$ cat src/hw/rtl/mf3_pkg.sv
// Shared types, constants and the helper function of the 3x3 median filter.
package mf3_pkg;

  localparam int PIX_W      = 8;
  localparam int FW_W       = 11;
  localparam int FH_W       = 16;
  localparam int CFG_W      = 16;
  localparam int CFG_IDX_W  = 2;
  localparam int QDEPTH     = 4;
  localparam int QPTR_W     = 2;
  localparam int QCNT_W     = 3;
  localparam int MIN_DIM    = 3;

  localparam logic [CFG_IDX_W-1:0] REG_FRAME_WIDTH  = 2'd0;
  localparam logic [CFG_IDX_W-1:0] REG_FRAME_HEIGHT = 2'd1;

  localparam logic [FW_W-1:0] FRAME_WIDTH_RST  = 11'd640;
  localparam logic [FH_W-1:0] FRAME_HEIGHT_RST = 16'd480;

  localparam logic OP_PIXEL = 1'b0;
  localparam logic OP_DRAIN = 1'b1;

  typedef logic [PIX_W-1:0] pix_t;
  typedef logic [2:0][PIX_W-1:0] pix3_t;
  typedef logic [8:0][PIX_W-1:0] win_t;

  typedef struct packed {
    logic op;
    pix_t pixel_in;
  } mf3_in_t;

  typedef struct packed {
    pix_t pixel_out;
    logic end_of_frame;
  } mf3_out_t;

  // One window snapshot on its way from the front to the median unit.
  typedef struct packed {
    win_t win;
    logic interior;
    logic eof;
  } mf3_win_t;

  typedef struct packed {
    logic [QCNT_W-1:0] count;
    logic              not_empty;
  } q_stat_t;

  // Sorts three pixels ascending: element 0 is the smallest.
  function automatic pix3_t sort3(input pix3_t v);
    pix3_t s;
    pix_t  t;
    s = v;
    if (s[0] > s[1]) begin
      t = s[0]; s[0] = s[1]; s[1] = t;
    end
    if (s[1] > s[2]) begin
      t = s[1]; s[1] = s[2]; s[2] = t;
    end
    if (s[0] > s[1]) begin
      t = s[0]; s[0] = s[1]; s[1] = t;
    end
    return s;
  endfunction

endpackage

$ cat src/hw/rtl/mf3_back.sv
// Back end: three-stage median-of-nine pipeline ending in the output register.
module mf3_back (
  input  logic              clk,
  input  logic              rst_n,
  input  mf3_pkg::q_stat_t  q_stat,
  input  mf3_pkg::mf3_win_t q_rdata,
  output logic              q_pop,
  output logic              out_valid,
  input  logic              out_stall,
  output mf3_pkg::mf3_out_t out_data
);
  import mf3_pkg::*;

  logic adv;

  logic  a_valid_r, a_int_r, a_eof_r;
  pix3_t a_rows_r [3];
  pix_t  a_center_r;

  logic  b_valid_r, b_int_r, b_eof_r;
  pix3_t b_trio_r, b_trio_nxt;
  pix_t  b_center_r;

  logic     out_valid_r;
  mf3_out_t out_data_r, out_data_nxt;

  pix3_t lows, mids, highs, lo_s, mid_s, hi_s, fin_s;

  // The whole pipeline moves when the output register is free or being taken.
  assign adv   = !out_valid_r || !out_stall;
  assign q_pop = adv && q_stat.not_empty;

  // Median of nine: sort each row, then the median of the largest low,
  // the median middle and the smallest high; border pixels keep the center.
  always_comb begin
    for (int r = 0; r < 3; r++) begin
      lows[r]  = a_rows_r[r][0];
      mids[r]  = a_rows_r[r][1];
      highs[r] = a_rows_r[r][2];
    end
    lo_s  = sort3(lows);
    mid_s = sort3(mids);
    hi_s  = sort3(highs);
    b_trio_nxt[0] = lo_s[2];
    b_trio_nxt[1] = mid_s[1];
    b_trio_nxt[2] = hi_s[0];
    fin_s = sort3(b_trio_r);
    out_data_nxt.pixel_out    = b_int_r ? fin_s[1] : b_center_r;
    out_data_nxt.end_of_frame = b_eof_r;
  end

  always_ff @(posedge clk) begin
    if (!rst_n) begin
      a_valid_r   <= 1'b0;
      b_valid_r   <= 1'b0;
      out_valid_r <= 1'b0;
    end else if (adv) begin
      a_valid_r   <= q_pop;
      b_valid_r   <= a_valid_r;
      out_valid_r <= b_valid_r;
    end
  end

  always_ff @(posedge clk) begin
    if (adv) begin
      for (int r = 0; r < 3; r++) begin
        a_rows_r[r] <= sort3({q_rdata.win[3*r + 2], q_rdata.win[3*r + 1], q_rdata.win[3*r]});
      end
      a_center_r <= q_rdata.win[4];
      a_int_r    <= q_rdata.interior;
      a_eof_r    <= q_rdata.eof;
      b_trio_r   <= b_trio_nxt;
      b_center_r <= a_center_r;
      b_int_r    <= a_int_r;
      b_eof_r    <= a_eof_r;
      out_data_r <= out_data_nxt;
    end
  end

  assign out_valid = out_valid_r;
  assign out_data  = out_data_r;

endmodule

$ cat config.mk
export PLATFORM = sky130hd
export DESIGN_NAME = mf3_back
export DESIGN_NICKNAME = d
export VERILOG_FILES = /design/src/hw/rtl/mf3_pkg.sv /design/src/hw/rtl/mf3_back.sv
export SDC_FILE = /design/constraint.sdc
export NUM_CORES = 1
export LEC_CHECK = 0
export BUFFER_PORTS_ARGS = -buffer_cell sky130_fd_sc_hd__buf_2
export CORE_MARGIN = 2
export CORE_UTILIZATION = 40
export DETAILED_ROUTE_END_ITERATION = 8
export HOLD_SLACK_MARGIN = 0.05
export PLACE_DENSITY = 0.71
export SKIP_LAST_GASP = 1
export SLEW_MARGIN = 40
export SYNTH_ARGS = -nofsm -noshare
export SYNTH_HDL_FRONTEND = slang
export SYNTH_SLANG_ARGS = --single-unit
$ cat constraint.sdc
create_clock -name clk -period 5.4 [get_ports clk]
set_input_delay 1.08 -clock clk [delete_from_list [all_inputs] [get_ports clk]]
set_output_delay 1.08 -clock clk [all_outputs]
set_load 0.03 [all_outputs]
Word level (Yosys, flattened, before mapping)
Memories as Yosys holds them, arrays and structs flattened.
Index checks and enable logic that the tools add are counted.

storage, ports and cells
  memory bits (writable) = 72
  flip-flop bits (word level) = 56
  memories kept = 1
  output and inout port bits = 11

memories
  memory    words  width  read ports  clocked after memory_dff  wr ports  line            source
  a_rows_r  3      24     3           0                         3         mf3_back.sv:17  pix3_t a_rows_r [3];

cells by class
  reductions and logical operators = 4
  $lt $le $gt $ge = 20
  multiplexer cells = 32

operator list
  kind                number
  16-bit two-way mux  25
  8-bit > comparator  20
  8-bit two-way mux   5
  1-bit logical NOT   2
  1-bit two-way mux   2
  1-bit logical AND   1
  1-bit logical OR    1

Logic depth before layout (Yosys ltp)
  word-level depth = 9
  depth in mapped cells = 26
  depth with buffers taken out = 24

Worst setup path before layout
Ideal clock, no wire load.

  path kind = input-to-reg
  from = input q_rdata[37] (netlist name)
  to = memory a_rows_r[0][24] (netlist name), data pin
  path buffers = 3
  stages on the path = 21
  required time = 5.121 ns
  arrival = 5.145 ns
  slack = -0.024 ns
  path through = inv_1 ha_1 and3_4 a221o_1 a22oi_1 buf_6 mux2_4 ha_1 a21oi_1 nor2_1 a211oi_1 a22o_1 buf_2 mux2i_4 ha_1 a21oi_1 o21ai_0 a211oi_1 nor2_1 buf_1 mux2i_1

RTL lines
  element             line            source
  start: declaration  mf3_back.sv:6   input mf3_pkg::mf3_win_t q_rdata,
  end: declaration    mf3_back.sv:17

==> reports/qor.txt <==
Leakage - 6.47 nW
CP Class - primary input to register
TritonCTS clock tree - done
Via density - 5.29
Gpl congestion - 0.878
Final setup viols - 0
Initial antenna violation count - 0
Row Count - 60
# H-tree levels - 4
Seq cells post-synth - 128
CTS buffer count - 17
Drt first pass iters - 8
Most instantiated cells after synthesis - ha_1 (160), inv_1 (156), edfxtp_1 (125)
Tmin final - 5.27 ns
Wirelength, routed - 25.5 mm
First-pass GRT wire length - 40.3 mm
Place WS - -0.416 ns
Clk slew on worst S/H paths - 0.06 ns
Initial DRC Count - 674
Max stage delay cell, worst path - mux2_2
Setup Total Neg Slack - 0 ns
Largest net degree at the start of global routing - 78
Routed wire per std cell - 15.5 um
Grt total ovfl - 0
Total vias in the final route - 8726
Die ar. - 0.0284 mm^2
Critical Path AT - 5.44 ns
Sequential area share after synthesis - 35.2%
Worst hold path type - register to register
MaxCap Viol Count - 0
Post-synthesis cell area - 0.0108 mm^2
CP Capture Type - register
Post-DRT Antenna Nets - 0
Root Buffer - clkbuf_16
Power Density - 670 mW/mm^2
CTS Hold Bufs - 0
Core footprint - 0.0267 mm^2
Synthesized Nets - 1326
Ys flop type - edfxtp_1
Startpoint Class - primary input
Yosys warning total - 0
Synth-to-Final Area Change - 23.0%
EDFF count, synth - 125
Hpwl dp - 20.0 mm
Worst slew pin tran - 0.719 ns
Hold path depth - 0
Skew final - 0.00844 ns
Clk_lat worst skew - 0.42 ns
Number of remaining DRC errors - 0
Initial Util - 40.5%
Worst setup margin - 0.127 ns
Clock tree buffer depth - 2
Netlist cell types - 58
Global-route usage over all layers - 17.7%
Status - finished, final reports clean
Chip height - 168 um
Crit path max fanout - 7
Synth area leader - edfxtp_1
Fmax - 190 MHz
IO buf count - 88
Vias in the first global route - 8420
Fillers - 2401
Final Hold Viols - 0
Die width - 168 um
Final Max Slew Viols - 0
Async set-reset flop share out of synthesis - 0%
Area contributors post-synth - edfxtp_1 (35%), ha_1 (19%), mux2i_1 (9.3%)
Final worst-path cycle share - 97.6%
CP max stage delay - 0.40 ns
CTS Sinks - 128
Layout Nets - 1537
Synthesized instance count - 1085
Most frequent CP cell - ha_1
Worst r2r path cells - 23
Avg Cell Area, Syn - 9.97 um^2
Top cell type's share of synthesized area - 34.7%
Slew margin rel. - 51.8%
I/O Pins - 92
Peak VDD IR - 439 uV
Unrepaired setup endpoints after global routing - yes
Crit path required time - 5.57 ns
Most numerous cell in the Yosys netlist - ha_1
Worst-path cell chain - buf_2 > inv_1 > ha_1 > nor2b_1 > o211ai_1 > a21oi_2 > o22ai_4 > mux2_2 > ha_1 > nand4_1 > o21ai_0 > buf_4 > nand2_8 > buf_4 > mux2i_2 > ha_1 > nand4_1 > or2_2 > o21ai_2 > nand3_1 > mux2_2 > o221a_2
ANT cells - 0
Layout cell share with drive strength beyond 1 - 27.9%
final timing paths:
check	slack (ns)	to	startpoint
worst min-delay path	0.42	b_center_r[3]$_DFFE_PN_	a_center_r[3]$_DFFE_PN_
worst max register to register	0.32	b_trio_r[21]$_DFFE_PN_	a_rows_r[0][41]$_DFFE_PN_
worst min register to register	0.42	b_center_r[3]$_DFFE_PN_	a_center_r[3]$_DFFE_PN_
worst max-delay path	0.13	a_rows_r[0][8]$_DFFE_PN_	q_rdata[11]
power by group:
group | switching, mW | internal [mW] | total (mW)
Combinational | 3.15 | 2.65 | 5.79
Clock | 0.441 | 0.731 | 1.17
Sequential | 0.282 | 1.67 | 1.95
logic make-up after synthesis:
logic type,after synthesis,synth area share (%)
AOI/OAI and AO/OA,247,14.1
and+or+nand+nor,204,9.03
DFF,128,35.2
adders and majority gates,160,18.5
muxes,161,16.0
buffers and inverters,185,7.17
critical path, delay by kind of cell:
kind | cells | cell delay (ns)
mux | 3 | 0.82
simple gates | 6 | 0.98
compound gates | 6 | 1.22
buf+inv | 4 | 0.51
fa+ha+maj | 3 | 0.86
sequential cells by signal, indices dropped and copies added (netlist names):
signal      count
a_center_r      8
a_eof_r         1
a_int_r         1
a_rows_r       72
a_valid_r       1
b_center_r      8
b_eof_r         1
b_int_r         1
b_trio_r       24
b_valid_r       1
out_data        9
out_valid       1
cells in the final DEF (no fill, tap or decap), types with 6 or more instances in the layout:
cell,count
ha_1,160
inv_1,156
edfxtp_1,125
buf_4,121
mux2i_1,92
buf_2,89
a21oi_1,85
nand2_1,82
o21ai_0,61
mux2_2,51
nor2_1,41
nand4_1,32
o21ai_2,17
clkbuf_16,17
nor2b_1,15
o21ai_1,15
a21o_1,9
nand3_1,9
mux2i_2,9
o211ai_1,8
a222oi_1,8
mux2_4,6
nand2b_1,6
a211oi_1,6
clkinv_4,6
what timing repair did:
item,CTS,global route
endpoints found under the setup margin,0,70
setup buffers,0,21
resized for setup,0,37
per-layer routing:
metal / vias to the layer above / GRT usage [%] / routed length (um)
li1: 4397 / - / -
met1: 4104 / 21.7 / 11400
met2: 186 / 31.2 / 12600
met3: 39 / 3.90 / 1000
met4: 0 / 5.51 / 525
met5: - / 0 / 0
stage by stage:
| step | hold slack (ns) | instances | area (um^2) | util, % | power [mW] |
|---|---|---|---|---|---|
| after floorplan | 0.400 | 1085 | 10800 | - | 5.94 |
| after global placement | 0.405 | 1592 | 12300 | 46.2 | 7.12 |
| after detailed placement | 0.406 | 1592 | 12300 | 46.2 | 7.36 |
| after CTS | 0.421 | 1624 | 13000 | 48.5 | 8.59 |
| after global routing | 0.429 | 1650 | 13300 | 49.8 | 9.68 |
| final | 0.418 | 1650 | 13300 | 49.8 | 8.92 |
area by class of cell:
class	instances	area, um^2	area share (%)
Multi-Input combinational cell	775	6410	48.2
Sequential cell	128	3810	28.7
Clock inverter	15	184	1.38
Inverter	156	586	4.40
Clock buffer	17	425	3.20
Tap cell	341	427	3.21
Timing Repair Buffer	218	1460	11.0
Power figures use the tool's default switching activity.
