`src/hw/rtl/mf3_pkg.sv`:
```
// Shared types, constants and the helper function of the 3x3 median filter.
package mf3_pkg;

  localparam int PIX_W      = 8;
  localparam int FW_W       = 11;
  localparam int FH_W       = 16;
  localparam int CFG_W      = 16;
  localparam int CFG_IDX_W  = 2;
  localparam int QDEPTH     = 4;
  localparam int QPTR_W     = 2;
  localparam int QCNT_W     = 3;
  localparam int MIN_DIM    = 3;

  localparam logic [CFG_IDX_W-1:0] REG_FRAME_WIDTH  = 2'd0;
  localparam logic [CFG_IDX_W-1:0] REG_FRAME_HEIGHT = 2'd1;

  localparam logic [FW_W-1:0] FRAME_WIDTH_RST  = 11'd640;
  localparam logic [FH_W-1:0] FRAME_HEIGHT_RST = 16'd480;

  localparam logic OP_PIXEL = 1'b0;
  localparam logic OP_DRAIN = 1'b1;

  typedef logic [PIX_W-1:0] pix_t;
  typedef logic [2:0][PIX_W-1:0] pix3_t;
  typedef logic [8:0][PIX_W-1:0] win_t;

  typedef struct packed {
    logic op;
    pix_t pixel_in;
  } mf3_in_t;

  typedef struct packed {
    pix_t pixel_out;
    logic end_of_frame;
  } mf3_out_t;

  // One window snapshot on its way from the front to the median unit.
  typedef struct packed {
    win_t win;
    logic interior;
    logic eof;
  } mf3_win_t;

  typedef struct packed {
    logic [QCNT_W-1:0] count;
    logic              not_empty;
  } q_stat_t;

  // Sorts three pixels ascending: element 0 is the smallest.
  function automatic pix3_t sort3(input pix3_t v);
    pix3_t s;
    pix_t  t;
    s = v;
    if (s[0] > s[1]) begin
      t = s[0]; s[0] = s[1]; s[1] = t;
    end
    if (s[1] > s[2]) begin
      t = s[1]; s[1] = s[2]; s[2] = t;
    end
    if (s[0] > s[1]) begin
      t = s[0]; s[0] = s[1]; s[1] = t;
    end
    return s;
  endfunction

endpackage

```
`src/hw/rtl/mf3_queue.sv`:
```
// Small queue of window snapshots between the front end and the median unit.
module mf3_queue (
  input  logic              clk,
  input  logic              rst_n,
  input  logic              push,
  input  mf3_pkg::mf3_win_t wdata,
  input  logic              pop,
  output mf3_pkg::mf3_win_t rdata,
  output mf3_pkg::q_stat_t  q_stat
);
  import mf3_pkg::*;

  mf3_win_t            entries_r [QDEPTH];
  logic [QPTR_W-1:0]   wr_ptr_r, rd_ptr_r;
  logic [QCNT_W-1:0]   count_r, count_nxt;

  always_comb begin
    count_nxt = count_r;
    if (push && !pop) begin
      count_nxt = count_r + QCNT_W'(1);
    end else if (pop && !push) begin
      count_nxt = count_r - QCNT_W'(1);
    end
  end

  always_ff @(posedge clk) begin
    if (!rst_n) begin
      wr_ptr_r <= '0;
      rd_ptr_r <= '0;
      count_r  <= '0;
    end else begin
      if (push) begin
        wr_ptr_r <= wr_ptr_r + QPTR_W'(1);
      end
      if (pop) begin
        rd_ptr_r <= rd_ptr_r + QPTR_W'(1);
      end
      count_r <= count_nxt;
    end
  end

  always_ff @(posedge clk) begin
    if (push) begin
      entries_r[wr_ptr_r] <= wdata;
    end
  end

  assign rdata            = entries_r[rd_ptr_r];
  assign q_stat.count     = count_r;
  assign q_stat.not_empty = count_r != '0;

endmodule

```
`config.mk`:
```
export PLATFORM = sky130hd
export DESIGN_NAME = mf3_queue
export DESIGN_NICKNAME = d
export VERILOG_FILES = /design/src/hw/rtl/mf3_pkg.sv /design/src/hw/rtl/mf3_queue.sv
export SDC_FILE = /design/constraint.sdc
export NUM_CORES = 1
export LEC_CHECK = 0
export ABC_AREA = 1
export BUFFER_PORTS_ARGS = -buffer_cell sky130_fd_sc_hd__buf_2
export CORE_MARGIN = 2
export CORE_UTILIZATION = 30
export DETAILED_ROUTE_END_ITERATION = 6
export GPL_TIMING_DRIVEN = 0
export HOLD_SLACK_MARGIN = 0.06
export PLACE_DENSITY = 0.52
export SETUP_SLACK_MARGIN = 0.5
export SLEW_MARGIN = 20
export SYNTH_ARGS = -nofsm -noshare
export SYNTH_HDL_FRONTEND = slang
export SYNTH_SLANG_ARGS = --single-unit
```
`constraint.sdc`:
```
create_clock -name clk -period 5.7 [get_ports clk]
set_clock_uncertainty 0.1 [all_clocks]
set_input_delay 0 -clock clk [delete_from_list [all_inputs] [get_ports clk]]
set_output_delay 0 -clock clk [all_outputs]
set_load 0.01 [all_outputs]
```
=== After elaboration in Yosys (flattened, before gate mapping) ===
Memory sizes are Yosys's and may differ from the RTL's. A register that Yosys moved wholly into a read port is not among the register bits.
Cells that the tools add are included.

* Flip-flop bits (word level): 7
* Bits in writable memories: 296
* Input bits: 78
* Memories kept: 1

{| class="wikitable"
|+ Memory list
! memory !! words !! width !! rd ports !! clocked after Yosys merged registers in !! write ports !! line !! RTL
|-
| entries_r || 4 || 74 || 1 || 1 || 1 || mf3_queue.sv:13 || <nowiki>mf3_win_t entries_r [QDEPTH];</nowiki>
|}

* Add/subtract/negate cells: 4
* Muxes and demuxes: 6
* Reduce and logical (&&, ||, !) cells: 6

{| class="wikitable"
|+ Operators with widths
! kind !! number
|-
| $mux W3 || 2
|-
| $add A2 B1 Y2 const B || 2
|-
| $mux W2 || 2
|-
| $add A3 B1 Y3 const B || 1
|-
| $reduce_bool A3 Y1 || 1
|-
| $sub A3 B1 Y3 const B || 1
|-
| $logic_and A1 B1 Y1 || 2
|-
| $logic_not A1 Y1 || 2
|-
| $mux W1 || 2
|-
| $reduce_bool A2 Y1 || 1
|}

=== Depth between registers and ports, before layout ===
Gate-level depths: netlist (run 1).

* Word-level depth: 4
* Gate-level depth with buffers: 10

=== Least setup slack after synthesis (run 1) ===
No wires, ideal clock.

* Path kind: register -> register
* Start point: reg wr_ptr_r[0]
* End point: mem entries_r[2][0] (netlist bit) (enable)
* Library setup time: 428 ps
* Arrival time: 2,023 ps
* Path slack: 3,149 ps
* Cell stages (with the launch flop): 5
* Buffers on the path: 0
* Cells stage by stage: dfxtp_1 inv_1 ha_1 nand2_1 inv_1

{| class="wikitable"
|+ RTL lines
! element !! line !! RTL
|-
| from (decl) || mf3_queue.sv:14 || <nowiki>logic [QPTR_W-1:0] wr_ptr_r, rd_ptr_r;</nowiki>
|-
| from (signal assigned) || mf3_queue.sv:33 || <nowiki>wr_ptr_r <= wr_ptr_r + QPTR_W'(1);</nowiki>
|-
| to (decl) || mf3_queue.sv:13 ||
|}

Straight into the memory's write port.

=== Worst setup path after layout (run 1) ===
* Start point: in push
* End point: reg count_r[2]

* Word-level cells in the longest chain between the ends: 3
* Elaborated cells on any way between the ends: 5
* Classes of those cells: 1 x mux; 4 x reduce/logical

{| class="wikitable"
|+ RTL lines
! element !! line !! RTL
|-
| from (decl) || mf3_queue.sv:5 || <nowiki>input logic push,</nowiki>
|-
| $logic_not A1 Y1 || mf3_queue.sv:21 || <nowiki>end else if (pop && !push) begin</nowiki>
|-
| $logic_and A1 B1 Y1 || mf3_queue.sv:21 ||
|-
| $reduce_bool A2 Y1 (no source line) || n/a ||
|-
| to (signal assigned) || mf3_queue.sv:38 || <nowiki>count_r <= count_nxt;</nowiki>
|-
| to (decl) || mf3_queue.sv:15 || <nowiki>logic [QCNT_W-1:0] count_r, count_nxt;</nowiki>
|}

Parallel ways exist; a longest one is shown, timed or not.
A chain may end at the register's enable or synchronous reset.

==> results of run 1 <==
==> worst paths after layout <==
check	from	endpoint	slack, ns	cells after the start
setup reg to reg	count_r[0]$_SDFFE_PN0P_	count_r[2]$_SDFFE_PN0P_	3.32	8
hold reg to reg	rd_ptr_r[1]$_SDFFE_PN0P_	flip-flop	0.34	1
hold / removal	wdata[57]	entries_r[3][57]$_DFFE_PP_	0.11	2
setup / recovery	push	count_r[2]$_SDFFE_PN0P_	3.05	10
==> registers in the layout, indices dropped and copies added, names as in the netlist, named ones only <==
signal     flops
count_r        3
entries_r    296
rd_ptr_r       2
wr_ptr_r       2
==> cell usage after synthesis (all sizes together) <==
library cell  count
buf              21
o21ai           154
nand2            10
a21oi             4
clkbuf           27
nor2            154
fa                1
edfxtp          296
dfxtp             9
nand3             1
inv              17
o22ai            74
nand4             1
ha                5
==> layer usage <==
layer / vias to the layer above / routed length (um) / GRT usage / share of wire
met2: 188 / 13600 / 0.235 / 0.48
met4: 0 / 454 / 0.0370 / 0.016
met3: 42 / 1680 / 0.0400 / 0.059
li1: 3476 / - / - / -
met1: 3547 / 12800 / 0.191 / 0.45
met5: - / 0 / 0 / 0
==> cell usage in the layout, fill, tap and decap left out <==
cell / n
fa_1: 1
dlygate4sd3_1: 80
o21ai_1: 54
nor2_1: 154
o21ai_0: 100
buf_2: 158
o22ai_1: 74
inv_1: 12
clkbuf_16: 37
clkinvlp_4: 2
nand3_1: 1
clkinv_4: 2
clkbuf_2: 2
inv_6: 6
buf_6: 13
clkinv_1: 6
inv_2: 1
diode_2: 2
dfxtp_1: 9
a21oi_1: 4
buf_4: 5
edfxtp_1: 296
buf_16: 4
clkbuf_1: 33
nand2_1: 10
nand4_1: 1
clkbuf_8: 1
clkinv_2: 7
ha_1: 5
bufinv_16: 1
==> cell families after synthesis <==
group           after synthesis
compound gates              232
fa+ha+maj                     6
buf+inv                      65
flops                       305
simple gates                166
==> report_power, final <==
part           leakage [nW]  total [mW]  switching [mW]  internal, mW
clock                 0.541        2.14           0.886          1.25
combinational          1.89       0.537           0.334         0.203
sequential             2.79        2.58          0.0217          2.56
==> area by class of cell <==
cell class              instances  area, um2
diodes                          2       5.00
plain buffers                  48        303
clock buffers                  46        970
clock inverters                20        138
fillers                      3582      22700
inverters                      17       83.8
multi-input cells             404       1960
flip-flops and latches        305       9070
well taps                     511        639
repair buffers                239       1690
==> stage by stage <==
step / instance area [um2] / worst slack (ns) / power [mW] / util / hold slack (ns)
after floorplan: 11400 / 3.15 / 2.89 / - / -0.00113
after global placement: 12800 / 1.69 / 3.13 / 0.341 / 0.116
after detailed placement: 12900 / 3.82 / 3.14 / 0.344 / 0.118
after CTS: 14900 / 3.08 / 5.34 / 0.395 / 0.0646
after global routing: 14900 / 2.93 / 5.48 / 0.395 / 0.0996
final: 14900 / 3.05 / 5.26 / 0.395 / 0.107
==> worst reg2reg max path, delay by kind of cell (launching register included) <==
kind	cells	cell delay, ns
adder cells (fa/ha/maj)	1	0.45
flip-flops	1	0.35
buffers and inverters	3	1.17
AND/OR/NAND/NOR	4	0.27
==> results.md, run 1 <==
* Status: finished clean
* WS Path Type: primary input to flip-flop
* Netlist cell types at 19
* Synth top area cells: edfxtp_1 78%, nor2_1 5.1%, o21ai_0 4.4%
* Vias in the first global route at 7252
* Max-cap violations at 0
* Leakage dissipation at 5.23 nW
* Worst path required time at 6.00 ns
* Final wirelength at 28.5 mm
* Yosys top cell area share at 0.780
* Max Root-Sink Buffers at 3
* Vias per inst at 4.56
* Final ANT Viol Nets at 0
* Crit-path leading delay family: buffers and inverters
* Grt total ovfl at 0
* Min-delay worst type: primary input to flip-flop
* Total track usage at 0.145
* Syn Area/Cell at 14.7 um2
* Critical path buffer and inverter count at 6
* Drc violations at 0
* Die Area at 39600 um2
* Slew Limit Fails at 0
* Post-synthesis xor/xnor area fraction at 0
* TNS Setup at 0 ns
* Buffers on Ports at 155
* Worst-skew pair later-pin latency at 0.52 ns
* Fmax at 378 MHz
* Pin count of the biggest net entering global routing at 40
* Startpoint types: primary input
* Post-Syn Area at 11400 um2
* Drt pass-1 iters at 4
* Syn_nets at 858
* Core area at 37600 um2
* CTS tree: done
* Sequential area share after synthesis at 0.796
* Routed vias at 7253
* Synth Area in Simple Gates at 0.0550
* Placed cells at 1444
* Die H at 199 um
* Minimum clock period at 2.65 ns
* WP data arrival at 2.95 ns
* CTS clk-pin slew, worst paths at 0.06 ns
* Global-route wire length before repair at 42.3 mm
* Initial DRC count at 297
* Initial Util at 0.303
* CP max FO at 6
* Critical-path top delay cell: dlygate4sd3_1
* Area grow syn2layout at 30.3%
* Largest family of logic cells by synthesized area: compound AO/OA/AOI/OAI gates
* WL/cell at 17.9 um
* Final hold viol count at 0
* Largest area contributor in the netlist: edfxtp_1
* Mux cell area share after synthesis at 0
* Most frequent CP cell: dlygate4sd3_1
* Die Width at 199 um
* Synthesized flop and latch total at 305
* Pwr/cell area at 354 nW/um2
* Ratio of cells with drive above 1 in the final layout at 0.222
* Setup crit end kind: flip-flop
* Cells after Synth at 774
* Post-Synth Adder-Cell Area at 0.00724
* H-Tree Depth at 2
* Antenna violations before repair at 2
* Resize count post-CTS at 0
* TritonCTS buffer count at 36
* Max VDD drop at 0.000234 V
* Yosys warnings at 0
* Final setup viols at 0
* Root Buffer: clkbuf_16
* HPWL after DPL at 16.7 mm
* Worst Tran Pin Value at 0.639 ns
* Crit share post-route at 0.465
* Post-CTS setup buffers at 0
* Nets@finish at 1135
* RePlAce Congestion at 0.676
* IO Pins at 156
* Hold buffers post-CTS at 80
* Clock sink total at 305
* Largest stage delay on the critical path at 0.60 ns
* Fin cells at 1592
* Unrepaired setup endpoints after global routing: no
* # rows at 71
* Rel. slew slack at 0.574
* Critical-path cell list: dlygate4sd3_1 -> buf_2 -> ha_1 -> dlygate4sd3_1 -> inv_1 -> nand4_1 -> nand2_1 -> dlygate4sd3_1 -> nor2_1 -> dlygate4sd3_1
* Compound-Gate Fraction of Synth Area at 0.110
Note: power is estimated with default switching activity, not from simulation.
==> run 2, diff against run 1 <==
==> constraint.sdc (replaced) <==
create_clock -name clk -period 2.6 [get_ports clk]
set_clock_uncertainty 0.1 [all_clocks]
set_input_delay 0 -clock clk [delete_from_list [all_inputs] [get_ports clk]]
set_output_delay 0 -clock clk [all_outputs]
set_load 0.01 [all_outputs]
==> run 2 against run 1 <==
Register-to-register slack got worse by 2.6 ns. Sequential cell count did not move. Global-route usage fell by 0.23 points. Wire length rose by 0.91%. Total power rose by 120%. First-iteration DRC count rose by 4.7%. Combinational power rose by 130%. Setup slack got worse by 2.5 ns. Critical path depth fell by 3. Clock power rose by 120%. Non-clock buffer count rose by 6. Count of clock-buffer cells in the layout fell by 3. Largest power group unchanged.
==> results.md, run 2 (synthesized netlist as in run 1, its figures left out) <==
* Pin count of the biggest net entering global routing at 27 (-33%)
* Unrepaired setup endpoints after global routing: yes
* CTS clk-pin slew, worst paths at 0.06 ns (about the same)
* Vias per inst at 4.52 (-0.73%)
* Worst Hold Launch: wdata[13]
* Area grow syn2layout at 32.9%
* Worst path required time at 2.50 ns (-3.50 ns)
* Setup crit end kind: primary output
* Buffers on Ports at 155 (unchanged)
* Routed vias at 7191 (-0.85%)
* Max reg flops at 296 (unchanged)
* Minimum clock period at 2.00 ns
* Worst hold stages at 2 (unchanged)
* Worst-skew pair later-pin latency at 0.49 ns (-0.03 ns)
* R2R depth at 5 (-3)
* Die H at 199 um (unchanged)
* R2r setup slk at 0.68 ns (-2.64 ns)
* H-Tree Depth at 2 (unchanged)
* Die Width at 199 um (unchanged)
* Leakage dissipation at 5.35 nW (+2.4%)
* Clock sink total at 305 (unchanged)
* Drc violations at 0 (unchanged)
* Ratio of cells with drive above 1 in the final layout at 0.267 (+0.0454)
* Final setup viols at 0 (unchanged)
* Post-CTS setup buffers at 0 (unchanged)
* TNS Setup at 0 ns (unchanged)
* CP max FO at 10 (+4)
* Antenna violations before repair at 1 (-1)
* # rows at 71 (unchanged)
* Initial DRC count at 311 (+4.7%)
* WP data arrival at 1.90 ns (-1.05 ns)
* Hold endpoint: entries_r[1][13]$_DFFE_PP_
* Max VDD drop at 0.000483 V (+110%)
* Min-delay worst type: primary input to flip-flop
* Pwr/cell area at 762 nW/um2 (+120%)
* Uppermost routed layer: met5
* Root Buffer: clkbuf_16
* P_sw at 2.64 mW (+110%)
* Drt pass-1 iters at 5 (+1)
* Internal power at 8.90 mW (+120%)
* Largest Register: entries_r
* Tot Pwr at 11.5 mW (+120%)
* Vias in the first global route at 7255 (+0.041%)
* Worst reg2reg endpoint: entries_r[3][45]$_DFFE_PP_
* Grt total ovfl at 0 (unchanged)
* Core area at 37600 um2 (unchanged)
* WL/cell at 18.1 um (+1.0%)
* Rel. slew slack at 0.487 (-0.0866)
* Met2 wire length at 13.9 mm (+2.1%)
* Startpoint types: flip-flop
* Total track usage at 0.142 (-0.00227)
* Combinational share of power at 0.108 (+0.006)
* Nets@finish at 1142 (+0.62%)
* Final hold viol count at 0 (unchanged)
* Sequential power share at 0.491 (about the same)
* Worst Tran Pin Value at 0.765 ns (+0.126 ns)
* Antenna cell count at 0 (-2)
* HPWL after DPL at 17.3 mm (+3.5%)
* Final ANT Viol Nets at 0 (unchanged)
* M1 wire length at 13.0 mm (+1.4%)
* CTS tree: done
* WL met3 at 1.52 mm (-9.1%)
* Most frequent cells in the layout: 296 x edfxtp_1, 159 x buf_2, 154 x nor2_1
* WS Path Type: flip-flop to primary output
* Max-cap violations at 0 (unchanged)
* IO Pins at 156 (unchanged)
* Slew Limit Fails at 0 (unchanged)
* Post-Route Utilization at 0.403 (+0.00769)
* Biggest regs: entries_r: 296 flops, count_r: 3 flops
* Die Area at 39600 um2 (unchanged)
* Commonest non-fill, non-tap cell in the layout: edfxtp_1
* Initial Util at 0.303 (unchanged)
* Status: finished clean
* Final wirelength at 28.8 mm (+0.91%)
* Place WS at 0.546 ns (-3.27 ns)
* RR Startpoint: wr_ptr_r[0]$_SDFFE_PN0P_
* RePlAce Congestion at 0.692 (+2.3%)
* Global-route wire length before repair at 42.1 mm (-0.60%)
* Final WS setup at 0.600 ns (-2.45 ns)
* Max Root-Sink Buffers at 3 (unchanged)
* Fmax at 500 MHz
* Crit share post-route at 0.769
* Clock Power Share at 0.400 (-0.007)
* TritonCTS buffer count at 36 (unchanged)
* Sw Ratio at 0.229 (-0.00709)
-- run 2: cell type report --
| cell class | count | area, um2 |
|---|---|---|
| fill | 3548 | 22400 |
| timing repair inverter | 1 | 5.00 |
| buffer | 48 | 387 |
| clock inverter | 16 | 135 |
| clock buffer | 43 | 948 |
| multi-input combinational | 404 | 2060 |
| tap | 511 | 639 |
| sequential | 305 | 9070 |
| inverter | 17 | 83.8 |
| timing repair buffer | 245 | 1820 |
-- run 2: worst max path at each step --
stage,from,endpoint,slack [ns]
2_1_floorplan,wr_ptr_r[0]$_SDFFE_PN0P_,entries_r[0][0]$_DFFE_PP_,0.43
3_3_place_gp,wr_ptr_r[0]$_SDFFE_PN0P_,entries_r[0][42]$_DFFE_PP_,-0.77
6_report,flip-flop,rdata[7],0.60
5_1_grt,flip-flop,rdata[29],0.49
3_5_place_dp,wr_ptr_r[1]$_SDFFE_PN0P_,entries_r[1][40]$_DFFE_PP_,0.55
4_1_cts,flip-flop,rdata[5],0.47
-- run 2: repair_timing --
action | CTS | global route
cloned | 0 | 2
resized for setup | 38 | 32
setup endpoints to repair | 74 | 106
endpoints found under the hold margin | 305 | 0
pin swaps | 0 | 2
hold buffers | 78 | 0
-- run 2: per-stage QoR --
step | hold slack (ns) | instance area (um2) | instances
6_report | 0.155 | 15100 | 1590
5_1_grt | 0.133 | 15100 | 1590
4_1_cts | 0.122 | 15100 | 1588
3_5_place_dp | 0.118 | 13100 | 1451
3_3_place_gp | 0.117 | 12800 | 1440
2_1_floorplan | -0.00113 | 11400 | 774
-- run 2: power groups by stage --
stage          logic [mW]  registers [mW]  clock network [mW]
2_1_floorplan       0.563            5.77                   0
3_3_place_gp         1.08            5.78                   0
3_5_place_dp         1.13            5.77                   0
4_1_cts              1.26            5.67                4.77
5_1_grt              1.38            5.68                4.95
6_report             1.25            5.67                4.62
-- run 2: critical path, cell delays in order (launching register included) --
cell and delay [ns]:
dfxtp_4 0.37, buf_8 0.16, inv_6 0.10, clkbuf_16 0.17, buf_6 0.15, nor2_1 0.07, o22ai_2 0.22, buf_2 0.17
-- run 2: routing by layer --
| layer | vias up | GRT usage |
|---|---|---|
| met3 | 35 | 0.0312 |
| met5 | - | 0 |
| met4 | 2 | 0.0348 |
| li1 | 3478 | - |
| met2 | 174 | 0.238 |
| met1 | 3502 | 0.189 |
==> run 3, diff against run 2 <==
==> constraint.sdc (replaced) <==
create_clock -name clk -period 1.9 [get_ports clk]
set_clock_uncertainty 0.1 [all_clocks]
set_input_delay 0 -clock clk [delete_from_list [all_inputs] [get_ports clk]]
set_output_delay 0 -clock clk [all_outputs]
set_load 0.01 [all_outputs]
==> run 3 against run 2 <==
The run now ends with setup timing left. Combinational power increased by 96%. Worst hold slack got worse by 0.060 ns. Critical path depth unchanged. Wire length increased by 17%. Setup slack got worse by 0.62 ns. Largest cell class unchanged. Highest routed layer unchanged.
==> results.md, run 3 (synthesized netlist as in run 1, its figures left out) <==
* Die H at 199 um (unchanged)
* WP data arrival at 1.82 ns (-0.08 ns)
* Worst path required time at 1.80 ns (-0.70 ns)
* Ratio of cells with drive above 1 in the final layout at 0.432 (+0.165)
* Grt total ovfl at 0 (unchanged)
* Initial DRC count at 353 (+14%)
* Final setup viols at 11 (+11)
* CTS tree: done
* Setup crit end kind: primary output
* Biggest regs: entries_r: 296 flops, count_r: 3 flops
* Largest Register: entries_r
* HPWL after DPL at 17.3 mm (unchanged)
* TritonCTS buffer count at 36 (unchanged)
* WS Path Type: flip-flop to primary output
* Vias per inst at 4.65 (+2.8%)
* Rel. slew slack at 0.766 (+0.279)
* Total track usage at 0.151 (+0.00850)
* TNS Setup at -0.122 ns (-0.122 ns)
* CP max FO at 6 (-4)
* Fmax at 521 MHz
* Max-cap violations at 0 (unchanged)
* Max reg flops at 296 (unchanged)
* Failing checks: setup timing
* Max VDD drop at 0.000636 V (+32%)
* Antenna violations before repair at 1 (unchanged)
* Vias in the first global route at 7424 (+2.3%)
* Max Root-Sink Buffers at 3 (unchanged)
* Status: complete, but fails checks
* Unrepaired setup endpoints after global routing: yes
* Crit share post-route at 1.01
* Root Buffer: clkbuf_16
* H-Tree Depth at 2 (unchanged)
* Final wirelength at 33.8 mm (+17%)
* RePlAce Congestion at 0.692 (unchanged)
* Pin count of the biggest net entering global routing at 26 (-3.7%)
* Antenna cell count at 0 (unchanged)
* IO Pins at 156 (unchanged)
* Initial Util at 0.303 (unchanged)
* Startpoint types: flip-flop
* Global-route wire length before repair at 44.1 mm (+4.8%)
* Drt pass-1 iters at 4 (-1)
* Final ANT Viol Nets at 0 (unchanged)
* WL/cell at 20.2 um (+12%)
* Tot Pwr at 16.6 mW (+44%)
* Die Width at 199 um (unchanged)
* Most frequent cells in the layout: 296 x edfxtp_1, 152 x buf_2, 106 x nor2_1
* Drc violations at 0 (unchanged)
* Leakage dissipation at 6.37 nW (+19%)
* Nets@finish at 1221 (+6.9%)
* Worst Tran Pin Value at 0.350 ns (-0.415 ns)
* Final WS setup at -0.0204 ns (-0.620 ns)
* Pwr/cell area at 940 nW/um2 (+23%)
* Clock sink total at 305 (unchanged)
* Buffers on Ports at 155 (unchanged)
* Die Area at 39600 um2 (unchanged)
* WHS at 0.0950 ns (-0.0600 ns)
* Routed vias at 7756 (+7.9%)
* # rows at 71 (unchanged)
* CTS clk-pin slew, worst paths at 0.05 ns (about the same)
* Commonest non-fill, non-tap cell in the layout: edfxtp_1
* Worst-skew pair later-pin latency at 0.50 ns (about the same)
* Placed cells at 1451 (unchanged)
* Final hold viol count at 0 (unchanged)
* Fin cells at 1669 (+5.0%)
* Min-delay worst type: primary input to flip-flop
* Slew Limit Fails at 0 (unchanged)
* Area grow syn2layout at 54.8%
* Minimum clock period at 1.92 ns
* Core area at 37600 um2 (unchanged)
==> run 3: cell count changes in the layout (fill, tap and decap cells not counted), sizes merged <==
cell and change:
buf +54, clkbuf +23, dlymetal6s4s +2
==> run 3: metrics by stage <==
stage          cell area, um2  setup slack [ns]   util
2_1_floorplan           11400            -0.269      -
4_1_cts                 15900           -0.0809  0.423
3_5_place_dp            13100            -0.154  0.348
5_1_grt                 17600           -0.0966  0.470
3_3_place_gp            12800             -1.47  0.342
6_report                17600           -0.0204  0.470
==> run 3: area by class of cell <==
| type | count | area (um2) |
|---|---|---|
| Buffer | 48 | 689 |
| Clock buffer | 43 | 948 |
| Clock inverter | 16 | 135 |
| Fill cell | 3280 | 19900 |
| Inverter | 17 | 103 |
| Multi-Input combinational cell | 404 | 2820 |
| Sequential cell | 305 | 9080 |
| Tap cell | 511 | 639 |
| Timing Repair Buffer | 324 | 3220 |
| Timing Repair inverter | 1 | 7.51 |
==> run 3: final timing paths <==
kind                            slack [ns]                     start                         end  cells past startpoint
worst min-delay path                   0.1                       pop     count_r[0]$_SDFFE_PN0P_                      5
worst max register to register        0.32  wr_ptr_r[1]$_SDFFE_PN0P_  entries_r[1][20]$_DFFE_PP_                      7
worst max-delay path                 -0.02                 flip-flop                    rdata[4]                      7
worst min register to register        0.35  rd_ptr_r[1]$_SDFFE_PN0P_    rd_ptr_r[1]$_SDFFE_PN0P_                      1
==> run 3: critical path, cell delays in order, from the launching register on <==
cell	delay, ns
dfxtp_4	0.37
buf_12	0.16
inv_16	0.08
clkbuf_16	0.17
clkbuf_16	0.16
nor2_2	0.04
o22ai_2	0.18
buf_2	0.17
==> run 3: timing repair <==
| action | in CTS | in global routing |
|---|---|---|
| pin swaps | 27 | 43 |
| hold buffers | 77 | 3 |
| gates cloned | 8 | 30 |
| hold endpoints to repair | 305 | 19 |
| setup buffers | 11 | 30 |
| endpoints found under the setup margin | 370 | 372 |
| gates resized for setup | 176 | 210 |
==> run 3: power breakdown <==
| group | total [mW] | internal [mW] | switching [mW] |
|---|---|---|---|
| combinational | 2.45 | 1.17 | 1.28 |
| clock | 6.35 | 3.81 | 2.54 |
| sequential | 7.78 | 7.69 | 0.0894 |
==> run 3: per-layer routing <==
layer,wire [um],global-route usage
met1,14800,0.202
met2,16700,0.252
met3,1860,0.0302
met4,391,0.0362
met5,7,0
